<file path="src/hw/rtl/lsau_pkg.sv">
// Shared types and constants for the lidar sweep azimuth unwrapper.
`default_nettype none
package lsau_pkg;
	localparam int unsigned AngW = 18;
	localparam int unsigned AccW = 36;
	localparam int unsigned CxW = 40;
	localparam int unsigned TableLen = 24;
	localparam logic signed [AngW-1:0] AngHalfPi = 18'sd4096;
	localparam logic signed [AngW-1:0] AngPi = 18'sd8192;
	localparam logic signed [AngW-1:0] AngThreeHalfPi = 18'sd12288;
	localparam logic signed [AngW-1:0] AngTwoPi = 18'sd16384;
	localparam logic signed [AngW-1:0] AngThreePi = 18'sd24576;
	localparam logic signed [AccW-1:0] FineHalfPi = 36'sd8388608;
	localparam logic [1:0] CmdFirst = 2'd0;
	localparam logic [1:0] CmdLast = 2'd1;
	localparam logic [1:0] CmdPoint = 2'd2;
	localparam logic [1:0] CmdUnused = 2'd3;

	typedef enum logic [2:0] {
		ST_IDLE, ST_RANGE, ST_CORDIC, ST_UNWRAP, ST_DIVIDE, ST_OUT
	} state_t;

	// controller to datapath
	typedef struct packed {
		logic load;
		logic range_step;
		logic cordic_init;
		logic cordic_step;
		logic unwrap;
		logic div_init;
		logic div_step;
		logic out_load;
	} cmd_t;

	// datapath to controller
	typedef struct packed {
		logic [1:0] command;
		logic drop;
		logic cordic_done;
		logic div_done;
	} stat_t;

	// atan(2^-i) in 2^24 units per pi
	function automatic logic signed [AccW-1:0] atan_fine(input logic [4:0] i);
		logic signed [AccW-1:0] r;
		begin
			unique case (i)
				5'd0: r = 36'sd4194304; 5'd1: r = 36'sd2476042; 5'd2: r = 36'sd1308273;
				5'd3: r = 36'sd664100; 5'd4: r = 36'sd333339; 5'd5: r = 36'sd166832;
				5'd6: r = 36'sd83436; 5'd7: r = 36'sd41721; 5'd8: r = 36'sd20861;
				5'd9: r = 36'sd10430; 5'd10: r = 36'sd5215; 5'd11: r = 36'sd2608;
				5'd12: r = 36'sd1304; 5'd13: r = 36'sd652; 5'd14: r = 36'sd326;
				5'd15: r = 36'sd163; 5'd16: r = 36'sd81; 5'd17: r = 36'sd41;
				5'd18: r = 36'sd20; 5'd19: r = 36'sd10; 5'd20: r = 36'sd5;
				5'd21: r = 36'sd3; 5'd22: r = 36'sd1; 5'd23: r = 36'sd1;
				default: r = '0;
			endcase
			return r;
		end
	endfunction
endpackage
`default_nettype wire

</file>
<file path="src/hw/rtl/lsau_ctrl.sv">
// Controller state machine sequencing range check, CORDIC, unwrap and divide.
`default_nettype none
module lsau_ctrl (
	input wire logic clk,
	input wire logic arst_n,
	input wire logic in_valid,
	output logic in_ready,
	output logic out_valid,
	input wire logic out_ready,
	input wire lsau_pkg::stat_t stat,
	output lsau_pkg::cmd_t cmd
);
	lsau_pkg::state_t state_q, state_d;
	logic [1:0] rcnt_q;

	// state register and range-step counter
	always_ff @(posedge clk or negedge arst_n) begin
		if (!arst_n) begin
			state_q <= lsau_pkg::ST_IDLE;
			rcnt_q <= '0;
		end else begin
			state_q <= state_d;
			if (state_q == lsau_pkg::ST_RANGE) rcnt_q <= rcnt_q + 2'd1;
			else rcnt_q <= '0;
		end
	end

	// next state and commands
	always_comb begin
		state_d = state_q;
		cmd = '0;
		in_ready = 1'b0;
		out_valid = 1'b0;
		unique case (state_q)
			lsau_pkg::ST_IDLE: begin
				in_ready = 1'b1;
				if (in_valid) begin
					cmd.load = 1'b1;
					state_d = lsau_pkg::ST_RANGE;
				end
			end
			lsau_pkg::ST_RANGE: begin
				cmd.range_step = 1'b1;
				if (rcnt_q == 2'd3) begin
					if (stat.command == lsau_pkg::CmdFirst ||
					    stat.command == lsau_pkg::CmdLast ||
					    (stat.command == lsau_pkg::CmdPoint && !stat.drop)) begin
						cmd.cordic_init = 1'b1;
						state_d = lsau_pkg::ST_CORDIC;
					end else begin
						state_d = lsau_pkg::ST_IDLE;
					end
				end
			end
			lsau_pkg::ST_CORDIC: begin
				if (stat.cordic_done) begin
					cmd.unwrap = 1'b1;
					state_d = (stat.command == lsau_pkg::CmdPoint) ?
						lsau_pkg::ST_UNWRAP : lsau_pkg::ST_IDLE;
				end else begin
					cmd.cordic_step = 1'b1;
				end
			end
			lsau_pkg::ST_UNWRAP: begin
				cmd.div_init = 1'b1;
				state_d = lsau_pkg::ST_DIVIDE;
			end
			lsau_pkg::ST_DIVIDE: begin
				if (stat.div_done) begin
					cmd.out_load = 1'b1;
					state_d = lsau_pkg::ST_OUT;
				end else begin
					cmd.div_step = 1'b1;
				end
			end
			lsau_pkg::ST_OUT: begin
				out_valid = 1'b1;
				if (out_ready) state_d = lsau_pkg::ST_IDLE;
			end
			default: state_d = lsau_pkg::ST_IDLE;
		endcase
	end
endmodule
`default_nettype wire

</file>
<file path="config.mk">
export PLATFORM = sky130hd
export DESIGN_NAME = lsau_ctrl
export DESIGN_NICKNAME = d
export VERILOG_FILES = /design/src/hw/rtl/lsau_pkg.sv /design/src/hw/rtl/lsau_ctrl.sv
export SDC_FILE = /design/constraint.sdc
export NUM_CORES = 1
export LEC_CHECK = 0
export BUFFER_PORTS_ARGS = -buffer_cell sky130_fd_sc_hd__buf_4
export CORE_AREA = 2 2 39 41
export DETAILED_ROUTE_END_ITERATION = 16
export DIE_AREA = 0 0 41 43
export PLACE_DENSITY = 0.59
export SLEW_MARGIN = 20
export SYNTH_ARGS = -nofsm -noshare
export SYNTH_HDL_FRONTEND = slang
export SYNTH_SLANG_ARGS = --single-unit
export TNS_END_PERCENT = 1
</file>
<file path="constraint.sdc">
create_clock -name clk -period 3 [get_ports clk]
set_input_delay 0.15 -clock clk [delete_from_list [all_inputs] [get_ports clk]]
set_output_delay 0.15 -clock clk [all_outputs]
set_load 0.02 [all_outputs]
</file>
## Word level (Yosys, flattened, before mapping)

Index checks and enable logic that the tools add are counted.

- Add/sub/neg operators: 1
- Eq/ne operators: 13
- Mux-type cells: 23
- Reduce and logical (&&, ||, !) cells: 7

Operators by type and width:

| operator | count |
|---|---|
| $pmux 3 s6 | 1 |
| $mux 3 | 5 |
| $mux 2 | 6 |
| $mux 1 | 11 |
| $ne 2x2->1 const B | 4 |
| $eq 3x2->1 const B | 2 |
| $eq 3x3->1 const B | 2 |
| $reduce_and 5->1 | 1 |
| $eq 2x2->1 const B | 2 |
| $eq 3x1->1 const B | 1 |
| $logic_not 3->1 | 1 |
| $add 2x1->2 const B | 1 |
| $eq 2x1->1 const B | 1 |
| $logic_not 2->1 | 1 |
| $logic_or 1x1->1 | 2 |
| $ne 2x1->1 const B | 1 |
| $logic_and 1x1->1 | 1 |
| $logic_not 1->1 | 1 |

- Register bits after elaboration: 5
- Output and inout port bits: 10

## Depth between registers and ports, before layout

- Depth after elaboration: 6
- Mapped depth: 4

## Worst setup path after synthesis

No wires, ideal clock.

- Path type: register to output
- Start: register state_q[0]
- End: output cmd[7] (netlist bit)
- Arrival: 1.426 ns
- Setup slack: 1.424 ns
- Cell stages (with the launch flop): 4
- Buffers on the path: 1
- Cells stage by stage: dfrtp_1 -> buf_2 -> nor3_1 -> and2_1

RTL lines:

| what | RTL line | text |
|---|---|---|
| start: declaration | lsau_ctrl.sv:13 | `lsau_pkg::state_t state_q, state_d;` |
| start signal: assignment | lsau_ctrl.sv:19 | `state_q <= lsau_pkg::ST_IDLE;` |
| start signal: assignment | lsau_ctrl.sv:22 | `state_q <= state_d;` |
| end: declaration | lsau_ctrl.sv:11 | `output lsau_pkg::cmd_t cmd` |

==> reports/qor.csv <==
metric,value,unit
Net Switching,0.0001878,W
synthesized net count,48,
Synth Area in Simple Gates,34.69,%
Sinks on Clock Net,5,
Die Area,1763,sq um
Final Cycle Share,56.06,%
Fmax,594.6,MHz
starting DRC count in detailed routing,4,
worst-case vdd ir drop,0.3983,mV
sequential cell area fraction in the yosys report,34.01,%
data required time of the worst path,2.85,ns
Non-Filler Instances,75,
Initial Utilization,26.58,%
number of global-route vias before repair,294,
First-pass DRT Iterations,2,
"EDFF count, synth",0,
layout cells sized above 1,50.85,%
cell count after synthesis,38,
crit path max fanout,13,
# port buffers,18,
Synth-to-Final Area Change,49.32,%
Cell variety after synth,25,
largest family of logic cells by synthesized area,simple AND/OR/NAND/NOR gates,
met2 routed WL,339,microns
XOR/XNOR Fraction of Synth Area,0,%
global-route wire length before repair,1.186,mm
DRT antenna net count,0,
CP Capture Type,output pin,
synthesis warning total,0,
final instance area,549.3,sq um
crit path DAT,1.53,ns
Tot GR Track Use,9.909,%
worst reg-to-reg setup slack,1.63,ns
dpl cells,70,
FF+latch area,125.1,sq um
Synth Area in Compound Gates,17.01,%
status,finished clean,
CTS Buf Count,3,
Post-CTS Setup Repair Bufs,0,
CTS root buffer,clkbuf_4,
Switching Fraction,42.45,%
Mean Syn Cell Area,9.680,sq um
Post-Syn Area,367.9,sq um
n_diodes,0,
RSZ-0062 raised after global routing,false,
I/O Pins,19,
prevailing post-synth register cell,dfrtp_1,
Worst Hold Class,in -> reg,
startpoint types,flip-flop,
crit path from,state_q[0]$_DFFE_PN0P_,
Fillers,153,
htree depth,1,
Core Box Area,1384,sq um
cell leakage power,0.2731,nW
drt drc,0,
placed inst area,513.0,sq um
Final #Nets,70,
Worst-Skew Late Latency,0.23,ns
Rows,14,
Final Hold Fails,0,
hold_sp,stat[1],
reg-to-reg critical path startpoint,state_q[1]$_DFFE_PN0P_,
CTS Buffer Depth,2,
Setup-failing EPs final,0,
routed length on met1,412,microns
multiplexer share of the synthesized area,6.122,%
Max-slew headroom,68.45,%
TNS Setup,0,ns
clk slew on worst S/H paths,0.04,ns
fraction of registers with async set/reset,100.0,%
Vias/cell,4.693,
largest net degree at the start of global routing,17,
GR Overflow Total,0,
top layer in use,met3,
Final Slew Violations,0,
skew final,0.00005837,ns
PD cells,805.3,nW/um^2
die height,43,microns
initial antenna violation count,0,
fin crit period,1.682,ns
Worst Tran Pin Value,0.4733,ns
# resized after CTS,0,
Clk pwr share,16.7,%
total of max-cap violations,0,
final wirelength,845,microns
Die W,41,microns
CTS tree,built,
Hold Worst Slack,0.2170,ns
"Core Util, Final",39.69,%
Synth Register Bits,5,
post-synthesis adder-cell area fraction,3.401,%
CTS Hold Buffers Added,1,
crit path kind,reg -> out,
via count,352,
RD Place Congestion,0.7342,
sequential power share,32.1,%
P_int,0.0002546,W
power share of the combinational group,51.2,%
footprint of the multi-input gates,225.2,sq um
routed length per placed instance,11.27,microns
metal3 WL,93,microns
[critical path, cell delays in order, from the launching register on]
cell and delay (ns):
dfrtp_1 0.50, or4_4 0.60, inv_1 0.07, buf_4 0.13
[area by class of cell]
cell class / instances / area share, %
flip-flops and latches: 5 / 22.78
clock buffers: 4 / 4.784
multi-input cells: 29 / 41.00
repair buffers: 19 / 26.42
well taps: 16 / 3.645
inverters: 2 / 1.367
[sequential cells by signal (all words and copies together) (netlist names)]
name / cells
state_q: 3
rcnt_q: 2
[cell usage in the layout, fill, tap and decap left out]
master and instances:
mux2_2 2, or2_2 1, and2_1 2, inv_1 1
o32ai_2 1, clkbuf_4 3, or4_4 1, a31oi_1 1
o21ai_0 1, nand2b_1 2, nor3_1 2, nor4bb_1 1
o31ai_2 1, o32ai_1 1, dlygate4sd3_1 1, a21oi_1 1
and4bb_2 1, clkbuf_1 1, ha_1 1, a31o_2 1
nor3b_1 1, inv_2 1, nor2_1 2, nor4b_1 2
nand2_1 2, dfrtp_1 5, and3_1 2, buf_4 18
[logic make-up after synthesis]
| logic type | after synthesis |
|---|---|
| AO/OA/AOI/OAI | 7 |
| adder cells (fa/ha/maj) | 1 |
| buffers and inverters | 4 |
| flip-flops | 5 |
| multiplexers | 2 |
| AND/OR/NAND/NOR | 19 |
[metrics by stage]
step | setup WS (ns) | power (W)
final | 1.318 | 0.0004424
after global routing | 1.235 | 0.0004788
after CTS | 1.313 | 0.0004486
after detailed placement | 1.569 | 0.0003696
after global placement | 1.580 | 0.0003710
after floorplan | 1.424 | 0.0002930
[cells in the mapped netlist (all sizes together) (2+ instances only)]
cell    instances  area (sq um)
nor4b           2         17.52
and2            2         12.51
and3            2         12.51
inv             2         7.500
mux2            2         22.52
nor3            2         10.01
dfrtp           5         125.1
nor2            2         7.510
buf             2         10.01
nand2b          2         12.51
nand2           2         7.510
o32ai           2         25.03
[power groups by stage]
| stage | registers (W) | logic, W | clock network (W) |
|---|---|---|---|
| 5_1_grt | 0.000148 | 0.000248 | 0.0000825 |
| 3_3_place_gp | 0.000140 | 0.000231 | 0 |
| 2_1_floorplan | 0.000112 | 0.000181 | 0 |
| 6_report | 0.000142 | 0.000226 | 0.0000740 |
| 4_1_cts | 0.000141 | 0.000230 | 0.0000783 |
| 3_5_place_dp | 0.000142 | 0.000228 | 0 |
[final timing paths]
check,cells past startpoint,to
hold / removal,3,state_q[1]$_DFFE_PN0P_
max in group asynchronous,2,rcnt_q[1]$_DFF_PN0_
setup reg to reg,3,state_q[0]$_DFFE_PN0P_
hold reg to reg,1,rcnt_q[0]$_DFF_PN0_
min in group asynchronous,2,state_q[2]$_DFFE_PN0P_
setup / recovery,3,cmd[4]
[layer usage]
metal / up-vias / GRT usage, %
met5: - / 0
met3: 0 / 1.571
met2: 14 / 11.88
li1: 185 / -
met1: 153 / 14.80
met4: 0 / 8.000
Note: power is estimated with default switching activity, not from simulation.
